==> config.mk <==
export PLATFORM = sky130hd
export DESIGN_NAME = decimal_float_to_text
export DESIGN_NICKNAME = d
export VERILOG_FILES = /design/src/rtl/dft_pkg.sv /design/src/rtl/dft_bcd.sv /design/src/rtl/dft_emit.sv /design/src/rtl/decimal_float_to_text.sv
export VERILOG_INCLUDE_DIRS = /design/src /design/src/rtl
export SDC_FILE = /design/constraint.sdc
export NUM_CORES = 1
export LEC_CHECK = 0
export ABC_AREA = 1
export BUFFER_PORTS_ARGS = -buffer_cell sky130_fd_sc_hd__buf_4
export CORE_ASPECT_RATIO = 0.7
export CORE_MARGIN = 5
export CORE_UTILIZATION = 63
export DETAILED_ROUTE_END_ITERATION = 12
export GPL_ROUTABILITY_DRIVEN = 0
export PLACE_DENSITY = 0.88
export SETUP_SLACK_MARGIN = 0.2
export SLEW_MARGIN = 20
export SYNTH_ARGS = -nofsm -noshare
export SYNTH_HDL_FRONTEND = slang
export SYNTH_SLANG_ARGS = --single-unit
==> constraint.sdc <==
create_clock -name i_clk -period 8.14 [get_ports i_clk]
set_clock_uncertainty 0.15 [all_clocks]
set_input_delay 0 -clock i_clk [delete_from_list [all_inputs] [get_ports i_clk]]
set_output_delay 0 -clock i_clk [all_outputs]
set_load 0.01 [all_outputs]
==> src/rtl/assert_macros.svh <==
// assertion helpers
`ifndef ASSERT_MACROS_SVH
`define ASSERT_MACROS_SVH
`ifndef SYNTHESIS
`define ASSERT_IMP(lbl, clk, rst_n, ante, cons) \
    lbl: assert property (@(posedge clk) disable iff (!rst_n) (ante) |-> (cons)) \
        else $error("assertion failed");
`define ASSERT_NXT(lbl, clk, rst_n, ante, cons) \
    lbl: assert property (@(posedge clk) disable iff (!rst_n) (ante) |=> (cons)) \
        else $error("assertion failed");
`else
`define ASSERT_IMP(lbl, clk, rst_n, ante, cons)
`define ASSERT_NXT(lbl, clk, rst_n, ante, cons)
`endif
`endif

==> src/rtl/dft_pkg.sv <==
package dft_pkg;
    localparam int NumDigits  = 17;
    localparam int MagWidth   = 56;
    localparam int BcdWidth   = 4 * NumDigits;
    localparam int MaxChars   = 47;
    localparam int PlacesCap  = 16;
    localparam int SciLimit   = 20;
    localparam int SpanLimit  = 18;
    localparam int TrBias     = 147;
    localparam int ThirdMul   = 683;
    localparam int TenthMul   = 205;
    localparam int RecipShift = 11;

    localparam logic [1:0] ModeStd = 2'd0;
    localparam logic [1:0] ModeSci = 2'd1;
    localparam logic [1:0] ModeEng = 2'd2;

    localparam logic [2:0] CfgMode      = 3'd0;
    localparam logic [2:0] CfgPoint     = 3'd1;
    localparam logic [2:0] CfgGroup     = 3'd2;
    localparam logic [2:0] CfgGroupSize = 3'd3;
    localparam logic [2:0] CfgMinPlaces = 3'd4;

    localparam logic [7:0] CharZero  = 8'h30;
    localparam logic [7:0] CharOne   = 8'h31;
    localparam logic [7:0] CharMinus = 8'h2d;
    localparam logic [7:0] CharE     = 8'h65;
    localparam logic [7:0] CharDot   = 8'h2e;

    typedef struct packed {
        logic              sign;
        logic              lead0;
        logic [4:0]        int_end;
        logic              grp;
        logic              pnt;
        logic signed [8:0] fr_beg;
        logic signed [8:0] fr_end;
        logic signed [8:0] ex_val;
    } t_plan;

    typedef struct packed {
        logic       done;
        logic [4:0] nd;
        logic [4:0] nz;
    } t_bcd_stat;
endpackage

==> src/rtl/dft_bcd.sv <==
module dft_bcd (
    input  logic                          i_clk,
    input  logic                          i_rst_n,
    input  logic                          i_start,
    input  logic [dft_pkg::MagWidth-1:0]  i_mag,
    output logic [dft_pkg::BcdWidth-1:0]  o_digits,
    output dft_pkg::t_bcd_stat            o_stat
);
    typedef enum logic [2:0] {
        B_IDLE  = 3'b001,
        B_SHIFT = 3'b010,
        B_SCAN  = 3'b100
    } t_bstate;

    t_bstate                        r_state;
    logic                           r_done;
    logic [dft_pkg::MagWidth-1:0]   r_bin;
    logic [dft_pkg::BcdWidth-1:0]   r_bcd;
    logic [dft_pkg::BcdWidth-1:0]   n_adj;
    logic [5:0]                     r_step;
    logic [4:0]                     r_pos;
    logic [4:0]                     r_nd;
    logic [4:0]                     r_nz;
    logic [3:0]                     scan_dig;

    // add-3 correction on every digit before the shift
    always_comb begin
        for (int k = 0; k < dft_pkg::NumDigits; k++) begin
            n_adj[k*4 +: 4] = (r_bcd[k*4 +: 4] >= 4'd5) ? r_bcd[k*4 +: 4] + 4'd3
                                                        : r_bcd[k*4 +: 4];
        end
    end

    assign scan_dig = r_bcd[r_pos*4 +: 4];

    always_ff @(posedge i_clk) begin
        if (!i_rst_n) begin
            r_state <= B_IDLE;
            r_done  <= 1'b0;
        end else begin
            r_done <= 1'b0;
            case (r_state)
                B_IDLE: begin
                    if (i_start) r_state <= B_SHIFT;
                end
                B_SHIFT: begin
                    if (r_step == 6'(dft_pkg::MagWidth - 1)) r_state <= B_SCAN;
                end
                B_SCAN: begin
                    if (r_pos == 5'd0) begin
                        r_state <= B_IDLE;
                        r_done  <= 1'b1;
                    end
                end
                default: r_state <= B_IDLE;
            endcase
        end
    end

    always_ff @(posedge i_clk) begin
        case (r_state)
            B_IDLE: begin
                r_bin  <= i_mag;
                r_step <= 6'd0;
                // digits stay valid for the emitter until the next request
                if (i_start) r_bcd <= '0;
            end
            B_SHIFT: begin
                r_bcd  <= {n_adj[dft_pkg::BcdWidth-2:0], r_bin[dft_pkg::MagWidth-1]};
                r_bin  <= {r_bin[dft_pkg::MagWidth-2:0], 1'b0};
                r_step <= r_step + 6'd1;
                r_pos  <= 5'(dft_pkg::NumDigits - 1);
                r_nd   <= 5'd0;
                r_nz   <= 5'd0;
            end
            B_SCAN: begin
                r_pos <= r_pos - 5'd1;
                if (scan_dig == 4'd0) begin
                    if (r_nd != 5'd0) r_nd <= r_nd + 5'd1;
                    r_nz <= r_nz + 5'd1;
                end else begin
                    r_nd <= r_nd + 5'd1;
                    r_nz <= 5'd0;
                end
            end
            default: ;
        endcase
    end

    assign o_digits    = r_bcd;
    assign o_stat.done = r_done;
    assign o_stat.nd   = r_nd;
    assign o_stat.nz   = r_nz;
endmodule

==> src/rtl/dft_emit.sv <==
`include "assert_macros.svh"
module dft_emit (
    input  logic                          i_clk,
    input  logic                          i_rst_n,
    input  logic                          i_start,
    input  dft_pkg::t_plan                i_plan,
    input  logic [dft_pkg::BcdWidth-1:0]  i_digits,
    input  logic [4:0]                    i_nd,
    input  logic [7:0]                    i_point_char,
    input  logic [7:0]                    i_group_char,
    input  logic [4:0]                    i_group_size,
    output logic [7:0]                    o_text_char,
    output logic                          o_last,
    output logic [5:0]                    o_char_count,
    output logic                          o_out_valid,
    input  logic                          i_out_ready,
    output logic                          o_done
);
    typedef enum logic [13:0] {
        E_IDLE  = 14'b00000000000001,
        E_SETUP = 14'b00000000000010,
        E_SIGN  = 14'b00000000000100,
        E_LEAD  = 14'b00000000001000,
        E_INT   = 14'b00000000010000,
        E_PNT   = 14'b00000000100000,
        E_FRAC  = 14'b00000001000000,
        E_EXPE  = 14'b00000010000000,
        E_EXPN  = 14'b00000100000000,
        E_EXPH  = 14'b00001000000000,
        E_EXPT  = 14'b00010000000000,
        E_EXPO  = 14'b00100000000000,
        E_TERM  = 14'b01000000000000,
        E_DRAIN = 14'b10000000000000
    } t_estate;

    t_estate           r_state, n_state;
    dft_pkg::t_plan    r_plan;
    logic              r_ovalid;
    logic              r_done;
    logic [7:0]        r_ochar;
    logic              r_olast;
    logic [5:0]        r_ocount;
    logic [5:0]        r_cnt;
    logic signed [8:0] r_idx;
    logic              r_sepd;
    logic [4:0]        r_gmod;
    logic              r_hund;
    logic [6:0]        r_xlow;
    logic [3:0]        r_tens;

    logic              go, emit, put_v;
    logic [7:0]        put_c;
    logic              grp_on, int_done, sep_now, frac_more, idx_ok;
    logic [4:0]        pos;
    logic [7:0]        dig_char;
    logic [8:0]        xabs;
    logic [7:0]        xmag;
    logic [14:0]       tens_prod;
    logic [6:0]        ones;

    function automatic logic [7:0] CharZeroPlus(input logic [3:0] d);
        CharZeroPlus = dft_pkg::CharZero + {4'b0, d};
    endfunction

    assign go        = !r_ovalid || i_out_ready;
    assign grp_on    = r_plan.grp && (i_group_size >= 5'd2);
    assign int_done  = r_idx >= $signed({4'b0, r_plan.int_end});
    assign sep_now   = (r_idx != 9'sd0) && grp_on && (r_gmod == 5'd0) && !r_sepd;
    assign frac_more = r_idx < r_plan.fr_end;
    assign idx_ok    = (r_idx >= 9'sd0) && (r_idx < $signed({4'b0, i_nd}));
    assign pos       = i_nd - 5'd1 - r_idx[4:0];
    assign dig_char  = idx_ok ? CharZeroPlus(i_digits[pos*4 +: 4]) : dft_pkg::CharZero;
    assign xabs      = i_plan.ex_val[8] ? 9'(-i_plan.ex_val) : 9'(i_plan.ex_val);
    assign xmag      = xabs[7:0];
    assign tens_prod = 15'(r_xlow) * 15'(dft_pkg::TenthMul);
    assign ones      = r_xlow - 7'({3'b0, r_tens} * 7'd10);

    always_comb begin
        n_state = r_state;
        put_v   = 1'b0;
        put_c   = dft_pkg::CharZero;
        case (r_state)
            E_IDLE: begin
                if (i_start) n_state = E_SETUP;
            end
            E_SETUP: begin
                if (!(grp_on && r_gmod >= i_group_size)) n_state = E_SIGN;
            end
            E_SIGN: begin
                put_v = r_plan.sign;
                put_c = dft_pkg::CharMinus;
                if (go) n_state = E_LEAD;
            end
            E_LEAD: begin
                put_v = r_plan.lead0;
                if (go) n_state = E_INT;
            end
            E_INT: begin
                if (int_done) begin
                    if (go) n_state = E_PNT;
                end else if (sep_now) begin
                    put_v = 1'b1;
                    put_c = i_group_char;
                end else begin
                    put_v = 1'b1;
                    put_c = dig_char;
                end
            end
            E_PNT: begin
                put_v = r_plan.pnt;
                put_c = i_point_char;
                if (go) n_state = E_FRAC;
            end
            E_FRAC: begin
                if (frac_more) begin
                    put_v = 1'b1;
                    put_c = dig_char;
                end else if (go) begin
                    n_state = E_EXPE;
                end
            end
            E_EXPE: begin
                if (r_plan.ex_val == 9'sd0) begin
                    if (go) n_state = E_TERM;
                end else begin
                    put_v = 1'b1;
                    put_c = dft_pkg::CharE;
                    if (go) n_state = E_EXPN;
                end
            end
            E_EXPN: begin
                put_v = r_plan.ex_val[8];
                put_c = dft_pkg::CharMinus;
                if (go) n_state = E_EXPH;
            end
            E_EXPH: begin
                put_v = r_hund;
                put_c = dft_pkg::CharOne;
                if (go) n_state = E_EXPT;
            end
            E_EXPT: begin
                put_v = (r_tens != 4'd0) || r_hund;
                put_c = CharZeroPlus(r_tens);
                if (go) n_state = E_EXPO;
            end
            E_EXPO: begin
                put_v = 1'b1;
                put_c = CharZeroPlus(ones[3:0]);
                if (go) n_state = E_TERM;
            end
            E_TERM: begin
                if (go) n_state = E_DRAIN;
            end
            E_DRAIN: begin
                if (go) n_state = E_IDLE;
            end
            default: n_state = E_IDLE;
        endcase
    end

    assign emit = go && put_v && (put_c != 8'd0) && (r_cnt < 6'(dft_pkg::MaxChars));

    always_ff @(posedge i_clk) begin
        if (!i_rst_n) begin
            r_state  <= E_IDLE;
            r_ovalid <= 1'b0;
            r_done   <= 1'b0;
        end else begin
            r_state <= n_state;
            r_done  <= (r_state == E_DRAIN) && go;
            if (go) r_ovalid <= emit || (r_state == E_TERM);
        end
    end

    always_ff @(posedge i_clk) begin
        if (go) begin
            if (r_state == E_TERM) begin
                r_ochar  <= 8'd0;
                r_olast  <= 1'b1;
                r_ocount <= r_cnt;
            end else begin
                r_ochar  <= put_c;
                r_olast  <= 1'b0;
                r_ocount <= 6'd0;
            end
        end
        if (emit) r_cnt <= r_cnt + 6'd1;
        case (r_state)
            E_IDLE: begin
                r_plan <= i_plan;
                r_gmod <= i_plan.int_end;
                r_idx  <= 9'sd0;
                r_sepd <= 1'b0;
                r_cnt  <= 6'd0;
                r_hund <= xmag >= 8'd100;
                r_xlow <= (xmag >= 8'd100) ? 7'(xmag - 8'd100) : xmag[6:0];
            end
            E_SETUP: begin
                if (grp_on && r_gmod >= i_group_size) r_gmod <= r_gmod - i_group_size;
                r_tens <= 4'(tens_prod >> dft_pkg::RecipShift);
            end
            E_INT: begin
                if (go && !int_done) begin
                    if (sep_now) begin
                        r_sepd <= 1'b1;
                    end else begin
                        r_idx  <= r_idx + 9'sd1;
                        r_sepd <= 1'b0;
                        r_gmod <= (r_gmod == 5'd0) ? i_group_size - 5'd1 : r_gmod - 5'd1;
                    end
                end
            end
            E_PNT: begin
                if (go) r_idx <= r_plan.fr_beg;
            end
            E_FRAC: begin
                if (go && frac_more) r_idx <= r_idx + 9'sd1;
            end
            default: ;
        endcase
    end

    assign o_text_char  = r_ochar;
    assign o_last       = r_olast;
    assign o_char_count = r_ocount;
    assign o_out_valid  = r_ovalid;
    assign o_done       = r_done;

    `ASSERT_IMP(a_cnt_cap, i_clk, i_rst_n, 1'b1, r_cnt <= 6'(dft_pkg::MaxChars))
    `ASSERT_NXT(a_term_after, i_clk, i_rst_n, (r_state == E_TERM) && go, o_out_valid && o_last)
    `ASSERT_NXT(a_hold_valid, i_clk, i_rst_n, o_out_valid && !i_out_ready, o_out_valid)
endmodule

==> src/rtl/decimal_float_to_text.sv <==
// decimal float to text converter
// input channel: i_number with i_in_valid / o_in_ready; one 64-bit decimal float
// per request, coefficient in bits 63..8 and exponent in bits 7..0
// output channel: o_text_char, o_last, o_char_count with o_out_valid / i_out_ready;
// one character per request, closed by a terminator (char 0, last 1, count)
// config channel: i_cfg_index / i_cfg_data with i_cfg_valid / o_cfg_ready,
// always ready; write only while the block is idle
// o_in_ready is high only in idle; one number at a time
// steps: binary to bcd shifting of the 56-bit magnitude, a scan of the 17
// digits, two plan states (PLAN1, PLAN2), group alignment, then the emitter
// walks through each character or skipped field in order
// the single add-3 shift unit and the emitter, at one character per cycle
// while the receiver is ready, set the rate
// a stalled receiver holds the current request; the emitter waits with it
// reset returns the config registers to their defaults and the block to idle
`include "assert_macros.svh"
module decimal_float_to_text (
    input  logic        i_clk,
    input  logic        i_rst_n,
    input  logic        i_in_valid,
    output logic        o_in_ready,
    input  logic [63:0] i_number,
    output logic        o_out_valid,
    input  logic        i_out_ready,
    output logic [7:0]  o_text_char,
    output logic        o_last,
    output logic [5:0]  o_char_count,
    input  logic        i_cfg_valid,
    output logic        o_cfg_ready,
    input  logic [2:0]  i_cfg_index,
    input  logic [7:0]  i_cfg_data
);
    typedef enum logic [4:0] {
        T_IDLE  = 5'b00001,
        T_CONV  = 5'b00010,
        T_PLAN1 = 5'b00100,
        T_PLAN2 = 5'b01000,
        T_EMIT  = 5'b10000
    } t_tstate;

    t_tstate            r_state;
    logic [1:0]         r_mode;
    logic [7:0]         r_point;
    logic [7:0]         r_group;
    logic [4:0]         r_gsize;
    logic [4:0]         r_minpl;
    logic [63:0]        r_num;
    logic signed [9:0]  r_e10;
    logic [6:0]         r_q;

    logic                          in_acc;
    logic [dft_pkg::MagWidth-1:0]  in_mag;
    logic [dft_pkg::BcdWidth-1:0]  digits;
    dft_pkg::t_bcd_stat            bstat;
    dft_pkg::t_plan                plan;
    logic                          emit_done;

    logic signed [9:0] ex, nd_s, sig_s, mp_s, bsum, span, x10;
    logic [17:0]       q_prod;
    logic [9:0]        rem3;
    logic [4:0]        tr;
    logic              use_sci, is_nan, is_zero;

    assign in_acc      = i_in_valid && o_in_ready;
    assign o_in_ready  = (r_state == T_IDLE);
    assign o_cfg_ready = 1'b1;
    assign in_mag      = i_number[63] ? dft_pkg::MagWidth'(-i_number[63:8]) : i_number[63:8];

    always_ff @(posedge i_clk) begin
        if (!i_rst_n) begin
            r_state <= T_IDLE;
            r_mode  <= dft_pkg::ModeStd;
            r_point <= dft_pkg::CharDot;
            r_group <= 8'd0;
            r_gsize <= 5'd3;
            r_minpl <= 5'd0;
        end else begin
            if (i_cfg_valid) begin
                case (i_cfg_index)
                    dft_pkg::CfgMode:      r_mode  <= i_cfg_data[1:0];
                    dft_pkg::CfgPoint:     r_point <= i_cfg_data;
                    dft_pkg::CfgGroup:     r_group <= i_cfg_data;
                    dft_pkg::CfgGroupSize: r_gsize <= i_cfg_data[4:0];
                    dft_pkg::CfgMinPlaces: r_minpl <= i_cfg_data[4:0];
                    default: ;
                endcase
            end
            case (r_state)
                T_IDLE:  if (in_acc) r_state <= T_CONV;
                T_CONV:  if (bstat.done) r_state <= T_PLAN1;
                T_PLAN1: r_state <= T_PLAN2;
                T_PLAN2: r_state <= T_EMIT;
                T_EMIT:  if (emit_done) r_state <= T_IDLE;
                default: r_state <= T_IDLE;
            endcase
        end
    end

    assign ex     = 10'(signed'(r_num[7:0]));
    assign nd_s   = $signed({5'b0, bstat.nd});
    assign x10    = ex + nd_s + 10'sd147;
    assign q_prod = 18'(x10[8:0]) * 18'(dft_pkg::ThirdMul);

    // latched input number, exponent plus digit count, and its third for engineering alignment
    always_ff @(posedge i_clk) begin
        if (r_state == T_IDLE && in_acc) r_num <= i_number;
        if (r_state == T_PLAN1) begin
            r_e10 <= ex + nd_s;
            r_q   <= 7'(q_prod >> dft_pkg::RecipShift);
        end
    end

    assign rem3    = 10'(r_e10 + 10'sd147) - 10'({3'b0, r_q} * 10'd3);
    assign tr      = (rem3[1:0] == 2'd0) ? 5'd3 : {3'b0, rem3[1:0]};
    assign is_nan  = (r_num[7:0] == 8'h80);
    assign is_zero = (r_num[63:8] == '0);
    assign sig_s   = $signed({5'b0, 5'(bstat.nd - bstat.nz)});
    assign mp_s    = $signed({5'b0, (r_minpl > 5'(dft_pkg::PlacesCap))
                              ? 5'(dft_pkg::PlacesCap) : r_minpl});
    assign bsum    = ex + nd_s;
    assign span    = sig_s - r_e10;

    always_comb begin
        plan    = '0;
        use_sci = 1'b0;
        if (!is_nan) begin
            if (is_zero) begin
                plan.lead0 = 1'b1;
            end else begin
                plan.sign = r_num[63];
                case (r_mode)
                    dft_pkg::ModeSci: use_sci = 1'b1;
                    dft_pkg::ModeEng: begin
                        plan.int_end = tr;
                        plan.pnt     = $signed({5'b0, tr}) < sig_s;
                        plan.fr_beg  = 9'($signed({5'b0, tr}));
                        plan.fr_end  = 9'(sig_s);
                        plan.ex_val  = 9'(r_e10 - $signed({5'b0, tr}));
                    end
                    default: begin
                        if (!ex[9]) begin
                            if (bsum + mp_s > 10'(dft_pkg::SciLimit)) begin
                                use_sci = 1'b1;
                            end else begin
                                plan.int_end = bsum[4:0];
                                plan.grp     = 1'b1;
                                plan.pnt     = mp_s != 10'sd0;
                                plan.fr_beg  = 9'(bsum);
                                plan.fr_end  = 9'(bsum + mp_s);
                            end
                        end else if (r_e10 <= 10'sd0) begin
                            if (span > 10'(dft_pkg::SpanLimit)) begin
                                use_sci = 1'b1;
                            end else begin
                                plan.lead0  = 1'b1;
                                plan.pnt    = 1'b1;
                                plan.fr_beg = 9'(r_e10);
                                plan.fr_end = (span < mp_s) ? 9'(mp_s + r_e10) : 9'(sig_s);
                            end
                        end else begin
                            plan.int_end = r_e10[4:0];
                            plan.grp     = 1'b1;
                            plan.pnt     = 1'b1;
                            plan.fr_beg  = 9'(r_e10);
                            plan.fr_end  = (sig_s - r_e10 < mp_s) ? 9'(mp_s + r_e10)
                                                                  : 9'(sig_s);
                        end
                    end
                endcase
                if (use_sci) begin
                    plan.int_end = 5'd1;
                    plan.grp     = 1'b0;
                    plan.lead0   = 1'b0;
                    plan.pnt     = sig_s > 10'sd1;
                    plan.fr_beg  = 9'sd1;
                    plan.fr_end  = 9'(sig_s);
                    plan.ex_val  = 9'(r_e10 - 10'sd1);
                end
            end
        end
    end

    dft_bcd u_bcd (
        .i_clk    (i_clk),
        .i_rst_n  (i_rst_n),
        .i_start  (in_acc),
        .i_mag    (in_mag),
        .o_digits (digits),
        .o_stat   (bstat)
    );

    dft_emit u_emit (
        .i_clk        (i_clk),
        .i_rst_n      (i_rst_n),
        .i_start      (r_state == T_PLAN2),
        .i_plan       (plan),
        .i_digits     (digits),
        .i_nd         (bstat.nd),
        .i_point_char (r_point),
        .i_group_char (r_group),
        .i_group_size (r_gsize),
        .o_text_char  (o_text_char),
        .o_last       (o_last),
        .o_char_count (o_char_count),
        .o_out_valid  (o_out_valid),
        .i_out_ready  (i_out_ready),
        .o_done       (emit_done)
    );

    `ASSERT_NXT(a_busy_after_req, i_clk, i_rst_n, in_acc, !o_in_ready)
    `ASSERT_IMP(a_out_in_emit, i_clk, i_rst_n, o_out_valid, r_state == T_EMIT)
    `ASSERT_IMP(a_conv_done, i_clk, i_rst_n, bstat.done, r_state == T_CONV)
endmodule

==> out/qor.txt <==
cell count of the worst reg-to-reg path: 22
vias per cell: 6.13
outcome: finished clean
top cells by area, synth: edfxtp_1 (38%), ha_1 (9.1%), inv_1 (6.9%)
Reg2Reg Setup Slack: 2.24 ns
fin worst setup slack: 2.24 ns
largest family of logic cells by synthesized area: simple AND/OR/NAND/NOR gates
post-route core utilization: 0.726
leading area contributor after synthesis: edfxtp_1
# Max-Cap Violations: 0
simple-gate portion of the synthesized area: 0.196
top-count cell post-synth: inv_1
H-tree depth: 2
Max Slew Vio Count: 0
Hold Crit Class: in -> reg
clk buf depth: 3
Synth top cells by count: inv_1 (431), nand2_1 (428), edfxtp_1 (297)
ANT cells: 0
Rows: 59
Cells after Synth: 2776
Hold Path Stages: 2
setup violators final: 0
largest delay contributor family on the critical path: adder cells
setup TNS: 0 ns
Pwr Density: 322 nW/µm²
critical path class: reg -> reg
pre-CTS setup slack: 2.35 ns
compound-gate portion of the synthesized area: 0.130
Critical Path Max Stage Delay: 0.63 ns
area share of fa/ha/maj cells after synthesis: 0.119
fillers: 2494
Mapped Nets: 3061
input/output buffers: 96
CP max-delay cell: fa_1
Initial Util: 0.637
Yosys top cell area share: 0.378
Clk Latency, worst-skew pair: 0.55 ns
Core ar.: 37100 µm²
die height: 172 µm
post-synthesis xor/xnor area fraction: 0.0438
RSZ-0062 raised after global routing: false
r2r startpoint: u_bcd.r_nd[0]
DP Wirelength: 44.7 mm
# nets final: 3238
critical-path cell list: ha_1 > fa_1 > inv_1 > ha_1 > nor2_1 > nand2_1 > nand2_1 > nand2_1 > o21ai_0 > nor2_1 > a21oi_1 > ha_1 > fa_1 > fa_1 > fa_1 > ha_1 > nand2_1 > inv_1 > nand4_1 > o211ai_1 > a21oi_1 > xor2_1
asr flop ratio synth: 0
Via Count: 21253
Routed WL per cell: 18.6 µm
Syn-to-layout area delta: 13.9%
vias in the first global route: 20611
largest net degree at the start of global routing: 116
Most used DFF post-synth: edfxtp_1
post-synthesis mux area share: 0
Reg clk slew, reported paths: 0.06 ns
worst reg2reg path endpoint: r_q[1]
Pre-Repair DR Iteration Count: 9
Post-CTS Setup Bufs: 0
crit start category: flip-flop
layout cells sized above 1: 0.0823
sequential area share after synthesis: 0.428
Hold EP: r_num[1]
total gr overflow: 0
Warnings, synthesis: 0
first-pass GRT wire length: 103 mm
Tcrit/Tclk final: 0.725
synthesized area: 23600 µm²
CP Capture Type: flip-flop
hold_sp: i_number[1]
CP Max Fanout: 6
I/O Pins: 98
Worst Tran Pin Value: 0.995 ns
Clock Sinks: 356
Data arrival, critical path: 6.02 ns
initial antenna violation count: 0
final wirelength: 64.3 mm
EDFF count, synth: 297
Max IR drop VDD: 0.000309 V
Tmin final: 5.90 ns
WHS: 0.0407 ns
Critical Path RT: 8.26 ns
Max Fclk: 169 MHz
Antenna Nets Post-Route: 0
Die Wd: 241 µm
mean post-synth cell area: 8.50 µm²
initial drt markers: 3145
Max-slew headroom: 0.336
LEAKAGE: 11.8 nW
WP buf/inv: 2
post-route DRC violation count: 0
TritonCTS buffer count: 36
unique cell type count in the Yosys netlist: 71
CTS tree: done
post-synthesis register bit count: 356
CTS root buffer: clkbuf_16
final hold vios: 0
total die area: 41500 µm²
gr usage total: 0.305
-- kinds of logic after synthesis --
family          after synthesis
simple gates               1044
fa+ha+maj                   205
flops                       356
other cells                   1
compound gates              541
buf+inv                     514
xor+xnor                    115
-- routing by layer --
layer / vias up / GRT usage / routed length (µm)
met2: 1541 / 0.480 / 28700
met4: 0 / 0.0961 / 2210
met1: 9725 / 0.422 / 25200
met3: 231 / 0.0738 / 8240
li1: 9756 / - / -
met5: - / 0 / 0
-- registers in the layout, summed over array words and instances, names as in the netlist, 8 cells and up --
name / cells
r_num: 64
r_point: 8
u_emit.r_plan: 36
u_emit.r_idx: 9
u_emit.r_state: 14
u_bcd.r_bin: 56
r_e10: 9
r_group: 8
u_bcd.o_digits: 68
u_emit.o_text_char: 8
-- stage by stage --
step	cells	total power, mW	instance area (µm²)
after floorplan	2776	5.66	23600
after global placement	3312	6.43	24800
after detailed placement	3312	6.77	24800
after CTS	3465	8.51	26900
after global routing	3465	9.32	26900
final	3465	8.66	26900
-- placed cells by master (no fill, tap or decap), drive strengths merged, types with 14 or more instances in the layout --
cell and instances:
clkbuf 43, o211ai 26, xnor2 39, nor4 36
inv 446, nand3 148, o31ai 21, or2 14
nand4 35, clkinv 16, buf 111, dfxtp 59
nor3 64, edfxtp 297, o21ai 237, ha 171
fa 34, xor2 76, nand2 444, a21oi 183
dlygate4sd3 91, nor2 291
-- power by group --
group          internal [mW]  total [mW]  switching, mW  leakage (nW)
clock network          0.950        1.69          0.739         0.548
logic                   1.59        4.20           2.61          7.83
registers               2.52        2.77          0.254          3.38
-- repair_timing --
item,in CTS,in global routing
resized for setup,0,0
endpoints found under the hold margin,166,0
hold buffers,91,0
-- worst max path at each step --
| stage | from | endpoint | cells after the start |
|---|---|---|---|
| 4_1_cts | u_bcd.r_nd[0] | r_q[1] | 22 |
| 3_3_place_gp | u_bcd.r_nd[0] | r_q[1] | 24 |
| 3_5_place_dp | u_bcd.r_nd[0] | r_q[1] | 22 |
| 2_1_floorplan | r_state[2] | u_bcd.o_digits[0] | 7 |
| 6_report | u_bcd.r_nd[0] | r_q[1] | 22 |
| 5_1_grt | u_bcd.r_nd[0] | r_q[1] | 22 |
-- cell type report --
cell class / instances / area [µm²] / share of cell area
multi-input combinational: 1906 / 11600 / 0.431
sequential: 356 / 10100 / 0.376
timing repair buffer: 202 / 1740 / 0.0649
inverter: 451 / 1700 / 0.0631
clock buffer: 43 / 927 / 0.0345
tap: 488 / 611 / 0.0227
clock inverter: 19 / 230 / 0.00856
No activity file was read; power rests on OpenSTA's default activity.
